`config.mk`:
```
export PLATFORM = sky130hd
export DESIGN_NAME = kruskal_union_find_edge_filter_core
export DESIGN_NICKNAME = d
export VERILOG_FILES = /design/src/kufef_pkg.sv /design/src/kufef_forest.sv /design/src/kruskal_union_find_edge_filter_core.sv
export SDC_FILE = /design/constraint.sdc
export NUM_CORES = 2
export LEC_CHECK = 0
export BUFFER_PORTS_ARGS = -buffer_cell sky130_fd_sc_hd__buf_2
export CAP_MARGIN = 5
export CORE_UTILIZATION = 37
export CTS_CLUSTER_DIAMETER = 60
export DETAILED_ROUTE_END_ITERATION = 6
export PLACE_DENSITY = 0.57
export SYNTH_ARGS = -nofsm -noshare
export SYNTH_HDL_FRONTEND = slang
export SYNTH_SLANG_ARGS = --single-unit
```
`constraint.sdc`:
```
create_clock -name i_clk -period 15.8 [get_ports i_clk]
set_clock_uncertainty 0.15 [all_clocks]
set_input_delay 0.79 -clock i_clk [delete_from_list [all_inputs] [get_ports i_clk]]
set_output_delay 0.79 -clock i_clk [all_outputs]
set_load 0.01 [all_outputs]
```
`src/kufef_pkg.sv`:
```
`timescale 1ns / 1ps

package kufef_pkg;

    // Fixed field widths of node numbers, the node count and ranks.
    localparam int NODE_W = 8;
    localparam int CNT_W  = 9;
    localparam int RANK_W = 4;

    // Ranks saturate here.
    localparam logic [RANK_W-1:0] RANK_MAX = 4'd15;

    // Reset value of the node count register.
    localparam logic [CNT_W-1:0] NODE_COUNT_RST = 9'd256;

    typedef enum logic [2:0] {
        S_IDLE,
        S_FIND_RD,
        S_FIND,
        S_COMP_RD,
        S_COMP,
        S_JOIN,
        S_RANK,
        S_DONE
    } t_state;

endpackage

```
`src/kufef_forest.sv`:
```
`timescale 1ns / 1ps

module kufef_forest #(
    parameter int DEPTH = 256,
    parameter int AW    = 8
) (
    input  logic                         i_clk,
    input  logic                         i_rst_n,
    input  logic                         i_clear,
    input  logic                         i_rd_en,
    input  logic [AW-1:0]                i_rd_addr,
    output logic [AW-1:0]                o_rd_link,
    output logic [kufef_pkg::RANK_W-1:0] o_rd_rank,
    input  logic                         i_wr_en,
    input  logic [AW-1:0]                i_wr_addr,
    input  logic [AW-1:0]                i_wr_link,
    input  logic [kufef_pkg::RANK_W-1:0] i_wr_rank
);
    import kufef_pkg::*;

    // Each word holds the parent link above the rank.
    logic [AW+RANK_W-1:0] mem [DEPTH];
    logic [DEPTH-1:0]     r_valid;
    logic [AW+RANK_W-1:0] r_rd_word;
    logic                 r_rd_vld;
    logic [AW-1:0]        r_rd_addr;

    always_ff @(posedge i_clk) begin
        if (i_wr_en) begin
            mem[i_wr_addr] <= {i_wr_link, i_wr_rank};
        end
    end

    always_ff @(posedge i_clk) begin
        if (i_rd_en) begin
            r_rd_word <= mem[i_rd_addr];
            r_rd_vld  <= r_valid[i_rd_addr];
            r_rd_addr <= i_rd_addr;
        end
    end

    // A node never written since the last clear is a singleton of rank zero.
    always_ff @(posedge i_clk) begin
        if (!i_rst_n || i_clear) begin
            r_valid <= '0;
        end else if (i_wr_en) begin
            r_valid[i_wr_addr] <= 1'b1;
        end
    end

    assign o_rd_link = r_rd_vld ? r_rd_word[AW+RANK_W-1:RANK_W] : r_rd_addr;
    assign o_rd_rank = r_rd_vld ? r_rd_word[RANK_W-1:0] : '0;

endmodule

```
`src/kruskal_union_find_edge_filter_core.sv`:
```
`timescale 1ns / 1ps

// Channel   Direction  Beat contents                            Handshake
// edge      in         i_node_a, i_node_b, i_start_graph        i_in_valid / o_in_ready
// result    out        o_tree_edge, o_root_kept, o_range_error  o_out_valid / i_out_ready
// config    in         i_cfg_node_count                         i_cfg_we (no wait)
//
// An edge is worked on from acceptance until its result is loaded: a parent walk
// from each endpoint to its root, a rewrite of each link that path compression
// changes, the join, and a rank update when the join bumps a rank. An edge that is
// out of range goes straight to the result. Every hop and every rewrite is its own
// read or write of the single forest memory.
// Reset is synchronous and active low; it makes every node a singleton at once
// and sets the node count to 256. A stalled result waits in the output register
// and holds back only the next edge's result, not the acceptance of that edge.
module kruskal_union_find_edge_filter_core #(
    parameter int MAX_NODES = 256
) (
    input  logic                        i_clk,
    input  logic                        i_rst_n,
    input  logic                        i_cfg_we,
    input  logic [kufef_pkg::CNT_W-1:0]  i_cfg_node_count,
    input  logic                        i_in_valid,
    output logic                        o_in_ready,
    input  logic [kufef_pkg::NODE_W-1:0] i_node_a,
    input  logic [kufef_pkg::NODE_W-1:0] i_node_b,
    input  logic                        i_start_graph,
    output logic                        o_out_valid,
    input  logic                        i_out_ready,
    output logic                        o_tree_edge,
    output logic [kufef_pkg::NODE_W-1:0] o_root_kept,
    output logic                        o_range_error
);
    import kufef_pkg::*;

    // Node numbers are 8 bits wide, so no more than 256 entries are ever used.
    localparam int DEPTH = (MAX_NODES < 256) ? MAX_NODES : 256;
    localparam int AW    = $clog2(DEPTH);

    t_state              r_state;
    t_state              n_state;
    logic [CNT_W-1:0]    r_node_count;

    logic [AW-1:0]       r_node_a;
    logic [AW-1:0]       r_node_b;
    logic [AW-1:0]       r_cur;
    logic                r_side;
    logic [AW-1:0]       r_root_a;
    logic [AW-1:0]       r_root_b;
    logic [RANK_W-1:0]   r_rank_a;
    logic [RANK_W-1:0]   r_rank_b;
    logic                r_tree;
    logic [NODE_W-1:0]   r_keep;
    logic                r_err;

    logic                r_out_valid;
    logic                r_out_tree;
    logic [NODE_W-1:0]   r_out_root;
    logic                r_out_err;

    logic                w_accept;
    logic                w_in_ok;
    logic                w_out_load;
    logic [AW-1:0]       w_side_root;
    logic                w_swap;
    logic [AW-1:0]       w_hi;
    logic [AW-1:0]       w_lo;
    logic [RANK_W-1:0]   w_hi_rank;
    logic [RANK_W-1:0]   w_lo_rank;
    logic                w_same;
    logic                w_bump;

    logic                w_clear;
    logic                w_rd_en;
    logic [AW-1:0]       w_rd_addr;
    logic [AW-1:0]       w_rd_link;
    logic [RANK_W-1:0]   w_rd_rank;
    logic                w_wr_en;
    logic [AW-1:0]       w_wr_addr;
    logic [AW-1:0]       w_wr_link;
    logic [RANK_W-1:0]   w_wr_rank;

    kufef_forest #(
        .DEPTH (DEPTH),
        .AW    (AW)
    ) u_forest (
        .i_clk     (i_clk),
        .i_rst_n   (i_rst_n),
        .i_clear   (w_clear),
        .i_rd_en   (w_rd_en),
        .i_rd_addr (w_rd_addr),
        .o_rd_link (w_rd_link),
        .o_rd_rank (w_rd_rank),
        .i_wr_en   (w_wr_en),
        .i_wr_addr (w_wr_addr),
        .i_wr_link (w_wr_link),
        .i_wr_rank (w_wr_rank)
    );

    assign w_accept = i_in_valid && o_in_ready;

    // Both endpoints must lie below the node count and below the forest size.
    assign w_in_ok = (CNT_W'(i_node_a) < r_node_count) &&
                     (CNT_W'(i_node_b) < r_node_count) &&
                     (17'(i_node_a) < 17'(MAX_NODES)) &&
                     (17'(i_node_b) < 17'(MAX_NODES));

    assign w_out_load  = (r_state == S_DONE) && (!r_out_valid || i_out_ready);
    assign w_side_root = r_side ? r_root_b : r_root_a;

    // Union by rank: the root of lower rank hangs below the other one.
    assign w_swap    = r_rank_a < r_rank_b;
    assign w_hi      = w_swap ? r_root_b : r_root_a;
    assign w_lo      = w_swap ? r_root_a : r_root_b;
    assign w_hi_rank = w_swap ? r_rank_b : r_rank_a;
    assign w_lo_rank = w_swap ? r_rank_a : r_rank_b;
    assign w_same    = r_root_a == r_root_b;
    assign w_bump    = !w_same && (r_rank_a == r_rank_b) && (r_rank_a < RANK_MAX);

    // Next state.
    always_comb begin
        n_state = r_state;
        unique case (r_state)
            S_IDLE: begin
                if (w_accept) begin
                    n_state = w_in_ok ? S_FIND_RD : S_DONE;
                end
            end
            S_FIND_RD: n_state = S_FIND;
            S_FIND: begin
                if (w_rd_link == r_cur) begin
                    n_state = S_COMP_RD;
                end
            end
            S_COMP_RD: begin
                if (r_cur == w_side_root) begin
                    n_state = r_side ? S_JOIN : S_FIND_RD;
                end else begin
                    n_state = S_COMP;
                end
            end
            S_COMP: n_state = S_COMP_RD;
            S_JOIN: n_state = w_bump ? S_RANK : S_DONE;
            S_RANK: n_state = S_DONE;
            S_DONE: begin
                if (w_out_load) begin
                    n_state = S_IDLE;
                end
            end
            default: n_state = S_IDLE;
        endcase
    end

    // Memory port and handshake controls. Reads and writes never share a
    // cycle, so no forwarding is needed between them.
    always_comb begin
        o_in_ready = 1'b0;
        w_clear    = 1'b0;
        w_rd_en    = 1'b0;
        w_rd_addr  = r_cur;
        w_wr_en    = 1'b0;
        w_wr_addr  = r_cur;
        w_wr_link  = w_side_root;
        w_wr_rank  = w_rd_rank;
        unique case (r_state)
            S_IDLE: begin
                o_in_ready = 1'b1;
                w_clear    = w_accept && i_start_graph;
            end
            S_FIND_RD: w_rd_en = 1'b1;
            S_FIND: begin
                // Chase the next parent straight away while not at the root.
                w_rd_en   = w_rd_link != r_cur;
                w_rd_addr = w_rd_link;
            end
            S_COMP_RD: w_rd_en = r_cur != w_side_root;
            S_COMP:    w_wr_en = 1'b1;
            S_JOIN: begin
                w_wr_en   = !w_same;
                w_wr_addr = w_lo;
                w_wr_link = w_hi;
                w_wr_rank = w_lo_rank;
            end
            S_RANK: begin
                w_wr_en   = 1'b1;
                w_wr_addr = w_hi;
                w_wr_link = w_hi;
                w_wr_rank = w_hi_rank + 1'b1;
            end
            S_DONE: ;
            default: ;
        endcase
    end

    always_ff @(posedge i_clk) begin
        if (!i_rst_n) begin
            r_state      <= S_IDLE;
            r_node_count <= NODE_COUNT_RST;
            r_out_valid  <= 1'b0;
        end else begin
            r_state <= n_state;
            if (i_cfg_we) begin
                r_node_count <= i_cfg_node_count;
            end
            if (w_out_load) begin
                r_out_valid <= 1'b1;
            end else if (i_out_ready) begin
                r_out_valid <= 1'b0;
            end
        end
    end

    // Working registers of the edge in flight.
    always_ff @(posedge i_clk) begin
        unique case (r_state)
            S_IDLE: begin
                if (w_accept) begin
                    r_node_a <= AW'(i_node_a);
                    r_node_b <= AW'(i_node_b);
                    r_cur    <= AW'(i_node_a);
                    r_side   <= 1'b0;
                    r_tree   <= 1'b0;
                    r_keep   <= '0;
                    r_err    <= !w_in_ok;
                end
            end
            S_FIND: begin
                if (w_rd_link == r_cur) begin
                    // Root found; go back to the endpoint for compression.
                    if (r_side) begin
                        r_root_b <= r_cur;
                        r_rank_b <= w_rd_rank;
                        r_cur    <= r_node_b;
                    end else begin
                        r_root_a <= r_cur;
                        r_rank_a <= w_rd_rank;
                        r_cur    <= r_node_a;
                    end
                end else begin
                    r_cur <= w_rd_link;
                end
            end
            S_COMP_RD: begin
                if (r_cur == w_side_root && !r_side) begin
                    r_side <= 1'b1;
                    r_cur  <= r_node_b;
                end
            end
            S_COMP: r_cur <= w_rd_link;
            S_JOIN: begin
                r_tree <= !w_same;
                r_keep <= NODE_W'(w_hi);
            end
            S_FIND_RD, S_RANK, S_DONE: ;
            default: ;
        endcase
    end

    always_ff @(posedge i_clk) begin
        if (w_out_load) begin
            r_out_tree <= r_tree;
            r_out_root <= r_keep;
            r_out_err  <= r_err;
        end
    end

    assign o_out_valid   = r_out_valid;
    assign o_tree_edge   = r_out_tree;
    assign o_root_kept   = r_out_root;
    assign o_range_error = r_out_err;

    // The sequencer never reads and writes the forest in one cycle.
    a_no_rd_wr_overlap: assert property (@(posedge i_clk) disable iff (!i_rst_n)
        !(w_rd_en && w_wr_en))
        else $error("forest read and write in the same cycle");

    // The forest is only modified while an edge is being worked on.
    a_idle_no_write: assert property (@(posedge i_clk) disable iff (!i_rst_n)
        o_in_ready |-> !w_wr_en)
        else $error("forest written while idle");

    // A rejected edge goes straight to the result without searching the forest.
    a_reject_direct: assert property (@(posedge i_clk) disable iff (!i_rst_n)
        (w_accept && !w_in_ok) |=> (r_state == S_DONE))
        else $error("out-of-range edge entered the search");

    // A range error never comes with a tree edge.
    a_err_not_tree: assert property (@(posedge i_clk) disable iff (!i_rst_n)
        o_out_valid |-> !(o_range_error && o_tree_edge))
        else $error("range error reported as tree edge");

endmodule
```
### Yosys cells after proc, flatten, opt, wreduce, memory -nomap -nowiden

Memory sizes are Yosys's and may differ from the RTL's. A register that Yosys moved wholly into a read port is not among the register bits.
Index checks and enable logic that the tools add are counted.
W data, S select, Z words.

* logic and storage cells: 119
* RAM bits: 3072
* register bits: 347
* memories kept: 1

* muxes and demuxes: 42
* magnitude comparators: 7
* eq/ne operators: 17
* add/subtract/negate cells: 1
* reduce and logical (&&, ||, !) cells: 29
* bitwise gates (word level): 2

Memory list
* u_forest.mem: words 256, width 12, read ports 1, clocked after Yosys merged registers in 1, wr ports 1, line kufef_forest.sv:22 `logic [AW+RANK_W-1:0] mem [DEPTH];`

Operators by type and width (number)
* $or A256 B256 Y256: 1
* $mux W8: 11
* $pmux W8 S2: 2
* $pmux W8 S4: 1
* $eq A8 B8 Y1: 3
* $pmux W3 S8: 1
* $lt A8 B9 Y1: 2
* $lt A8 B9 Y1 const B: 2
* $mux W3: 6
* $ne A8 B8 Y1: 2
* $reduce_and A3 Y1: 5
* $eq A3 B3 Y1 const B: 4
* $mux W4: 3
* $mux W1: 11
* $bmux W1 S8: 1
* $demux W1 S8: 1
* $ge A8 B1 Y1 const B: 1
* $logic_and A1 B1 Y1: 8
* $ne A2 B2 Y1 const B: 4
* $pmux W4 S2: 1
* $eq A3 B2 Y1 const B: 2
* $pmux W1 S2: 3
* $reduce_bool A2 Y1: 3
* $logic_not A1 Y1: 5
* other kinds (12): 15

### Depth between registers and ports, before layout

* depth in word-level cells: 8
* depth in mapped cells: 16

### Cells and area by module

Synthesis repeated with hierarchy kept, for this count alone.

* cells, all modules: 6662
* area, all modules: 133576.9 um^2

Modules (own cells, without submodules)
* kufef_forest: times used 1, cells an instance 6286, area each 129107.6 um^2
* kruskal_union_find_edge_filter_core: times used 1, cells an instance 376, area each 4469.3 um^2

### Worst setup path after synthesis

OpenSTA, ideal clock, no wires.

* path kind: reg-to-reg
* from: register r_rank_a[1]
* to: memory u_forest.mem[0][3] (netlist bit), data pin
* path buffers: 0
* period minus slack after synthesis: 14.071 ns
* arrival time: 11.734 ns
* stages on the path, launching flop included: 11
* slack: 1.729 ns
* required time: 13.463 ns
* cell sequence: edfxtp_1 ha_1 nor2b_1 o21a_1 o21ai_2 nand2_1 o21ai_0 nand2_1 nor2_1 xor2_1 o21ai_0

* word-level cells in the longest chain between the ends: 4
* elaborated cells on any way between the ends: 5
* classes of those cells: add/sub (1); order compare (1); mux (3)

Ends and longest elaborated chain
* start: declaration: line kruskal_union_find_edge_filter_core.sv:50 `logic [RANK_W-1:0] r_rank_a;`
* start signal: assignment: line kruskal_union_find_edge_filter_core.sv:236 `r_rank_a <= w_rd_rank;`
* $lt A4 B4 Y1: line kruskal_union_find_edge_filter_core.sv:112 `assign w_swap = r_rank_a < r_rank_b;`
* $mux W4: line kruskal_union_find_edge_filter_core.sv:115 `assign w_hi_rank = w_swap ? r_rank_b : r_rank_a;`
* $add A4 B1 Y4: line kruskal_union_find_edge_filter_core.sv:188 `w_wr_rank = w_hi_rank + 1'b1;`
* $pmux W4 S2 *: line kruskal_union_find_edge_filter_core.sv:165 `unique case (r_state)`
* via u_forest.i_wr_rank, one bit: line kufef_forest.sv:17 `input logic [kufef_pkg::RANK_W-1:0] i_wr_rank`
* end: declaration: line kufef_forest.sv:22

The timed path passes the listed nets; every way through them passes the cells marked *.

### Final worst setup path

* from: register r_state[1]
* to: register u_forest.r_rd_word[7], read port of u_forest.mem, data pin

* word-level cells in the longest chain between the ends: 2
* elaborated cells on any way between the ends: 5
* classes of those cells: eq/ne (3); mux (2)

Ends and longest elaborated chain
* start: declaration: line kruskal_union_find_edge_filter_core.sv:40 `t_state r_state;`
* start signal: assignment: line kruskal_union_find_edge_filter_core.sv:201 `r_state <= n_state;`
* $eq A3 B2 Y1 / $eq A3 B1 Y1 (equally long branches): line kruskal_union_find_edge_filter_core.sv:165
* $pmux W1 S3 / $mux W8 (equally long branches): line kruskal_union_find_edge_filter_core.sv:165
* end: declaration: line kufef_forest.sv:24 `logic [AW+RANK_W-1:0] r_rd_word;`

Several ways; a longest one is shown, not always the timed one.
A chain may end at the register's enable or synchronous reset.

==> flow_summary.toml <==
[status]
status = "complete, but fails checks"
violations = "capacitance limit, slew limit"

[synth]
synth_compound_gate_area_share_pct = 9.39
synth_mux_area_share_pct = 3.91
syn_area_per_cell_um2 = 13.6
yosys.area.top_type_share_pct = 70.7
synth_simple_gate_area_share_pct = 9.47
synth_xor_area_share_pct = 0.170
postSynth.asyncResetShare_pct = 0
synth_cell_types = 71
yosysWarnings = 0
synthesis.nets = 9947
synth_cells = 9897
yosys_register_bits = 3431
synth-seq-area-share_pct = 74.7
synth_area_leaders = "edfxtp_1 (71%), nand2_1 (6.8%), a21oi_1 (4.3%)"
synth_flop_cell = "edfxtp_1"
yosys.area.top_type = "edfxtp_1"
syn_area_um2 = 134000
synth-edff-count = 3162
synth_top_family_by_area = "simple AND/OR/NAND/NOR gates"
synth_fa_ha_area_share_pct = 0.177

[detailed_routing]
vias_per_cell = 5.75
antenna_left = 0
drc = 0
routedWlPerCell_um = 28.3
drt_pass1_iterations = 7
drt-total-wl_mm = 429
drt_iter0_drc = 11900
vias = 87200

[sta]
fin_crit_ps = 7300
setup_viol = 0
fmax_mhz = 137
post-route-period-util_pct = 46.2
maxSlewHeadroom_pct = -16.6
finalMaxSlewViolations = 104
hold_violations = 0
worstMarginPinSlew_ps = 1750
fin_tns_setup_ps = 0
setup_slack_ps = 8500
rsz0062_at_grt = "no"

[cts]
cts_root_buffer = "clkbuf_16"
cts_sinks = 3431
holdBufCountCts = 26
cts_buffer_depth = 4
clk_pin_slew_ps = 60
clk_latency_ps = 920
cts_max_level = 5
cts_resized = 0
cts_buffers = 354
cts_tree = "done"
cts_setup_buffers = 0

[setup_path]
worstSetupPathType = "reg -> reg"
end_kind = "flip-flop"
crit_chain = "nor3b_2, buf_4, mux2i_4, buf_4, inv_8, nand2_4, buf_4, buf_4, o22ai_1, o41ai_1, o22ai_1, nor3_1, nand4_1"
crit_slowest_cell = "nor3_1"
critPathMaxStageDelay_ps = 1180
crit_path_start_kind = "flip-flop"
worst-path-max-fanout = 70
critical_path_required_ps = 16260
r2r_cells = 13
critPathMostFrequentCell = "buf_4"
cp.arrival_ps = 7760

[placement]
io_buffers = 42
place_hpwl_mm = 246
gp_congestion = 0.902
post_dp_cell_area_um2 = 142000
place_ws_ps = 8670

[floorplan]
die-area_um2 = 365000
core_um2 = 360000
rows = 220
die_y_um = 604
initial_utilization_pct = 37.3
fp.dieW_um = 604
io_pins = 43

[power_and_ir_drop]
p_leak_nw = 50.6
ir_worst_vdd_mv = 0.202
power_density_nw_per_um2 = 200
total_power_mw = 30.8

[global_route]
grt_use_total_pct = 22.9
grt_pass1_wl_mm = 611
grt_pass1_vias = 83800
grt_max_degree = 201
gr-total-overflow = 0
antenna_found_initial = 12

[finish]
nets = 10200
fillers = 32400
synthToLayoutAreaGrowth_pct = 14.4
drive_gt1_share_pct = 11.5
design_area_um2 = 154000

[worst_hold_path]
hold_path_depth = 3
hold_class = "in -> reg"

[run]
drv_cap = 1
-- flip-flops by register name, summed over array words and instances, names as in the netlist --
signal and flops:
r_root_b 8, r_node_a 8, o_tree_edge 1, u_forest.r_rd_word 12, r_side 1, o_range_error 1
u_forest.mem 3072, u_forest.r_valid 256, u_forest.r_rd_addr 8, o_root_kept 8, r_tree 1, r_err 1
r_rank_a 4, r_node_b 8, o_out_valid 1, u_forest.r_rd_vld 1, r_cur 8, r_root_a 8
r_keep 8, r_state 3, r_node_count 9, r_rank_b 4
-- power by group --
part | switching [mW] | total, mW | internal, mW
logic | 8.74 | 11.6 | 2.81
registers | 0.116 | 11.0 | 10.9
clock network | 3.49 | 8.23 | 4.75
-- logic make-up after synthesis --
family,Yosys count
AOI/OAI and AO/OA,2136
xor gates and xnor gates,26
adders and majority gates,19
buffers and inverters,704
DFF,3431
muxes,442
and+or+nand+nor,3139
-- final cells by class --
cell class              instances  area, µm²  share of cell area (%)
diodes                          2       5.00                 0.00326
repair buffers                526       4170                    2.71
inverters                      31        131                  0.0855
multi-input cells            5762      31800                    20.7
well taps                    4773       5970                    3.89
flip-flops and latches       3431     100000                    65.3
clock inverters               164       1540                    1.00
clock buffers                 478       9730                    6.33
-- synthesized netlist by cell type, drive strengths merged, types with 6 or more instances --
cell / n
inv: 31
a221o: 7
mux2: 14
a22oi: 6
o22ai: 253
mux2i: 365
nand2: 2433
and2: 7
o21a: 99
a221oi: 8
o21ai: 193
edfxtp: 3162
a21oi: 1166
nand3: 11
a31oi: 99
nand4: 37
nor2b: 7
dfxtp: 269
nor3: 45
buf: 269
mux4: 63
a211oi: 24
clkbuf: 404
xnor2: 24
o41ai: 95
o221ai: 152
nor4: 240
nand2b: 22
nor2: 314
ha: 19
-- cell usage in the layout (no fill, tap or decap), drive strengths merged, types with 6 or more instances in the layout --
master,synthesis,routed
a22oi,6,6
a221o,7,7
o22ai,253,253
a221oi,8,8
nor4,240,240
o221ai,152,152
o21ai,193,193
nand4,37,37
dfxtp,269,269
edfxtp,3162,3162
nor2,314,314
clkinvlp,0,8
o21a,99,99
mux2,14,14
nand2b,22,22
buf,269,500
clkbuf,404,478
and2,7,7
o41ai,95,95
nor2b,7,7
a211oi,24,24
nand2,2433,2433
ha,19,19
nand3,11,11
inv,31,44
bufinv,0,26
mux2i,365,365
dlygate4sd3,0,26
clkinv,0,117
xnor2,24,24
a31oi,99,99
mux4,63,63
a21oi,1166,1166
nor3,45,45
-- critical path, delay by kind of cell, from the launching register on --
family                 cells  cell delay (ps)
AOI/OAI and AO/OA          3             1170
buffers and inverters      5             2500
DFF                        1              730
muxes                      1              320
and+or+nand+nor            4             1990
-- metrics by stage --
stage	hold slack, ps	util (%)	std cells
after global placement	271	39.5	14500
after CTS	42.4	42.7	15200
after floorplan	250	-	9897
after global routing	85.0	42.7	15200
final	90.5	42.7	15200
after detailed placement	255	39.5	14500
-- per-layer routing --
layer / wire length (µm) / GRT usage [%]
met4: 21300 / 10.5
met1: 172000 / 31.4
met5: 18 / 0
met2: 196000 / 35.8
met3: 39300 / 3.65
-- path summary, 6_finish.rpt --
path	startpoint	endpoint	slack [ps]
min reg2reg	r_keep[0]	o_root_kept[0]	270
max	r_state[1]	u_forest.r_rd_word[7]	8500
max reg2reg	r_state[1]	u_forest.r_rd_word[7]	8500
min	i_out_ready	o_out_valid	90
(Power assumes the default switching activity.)
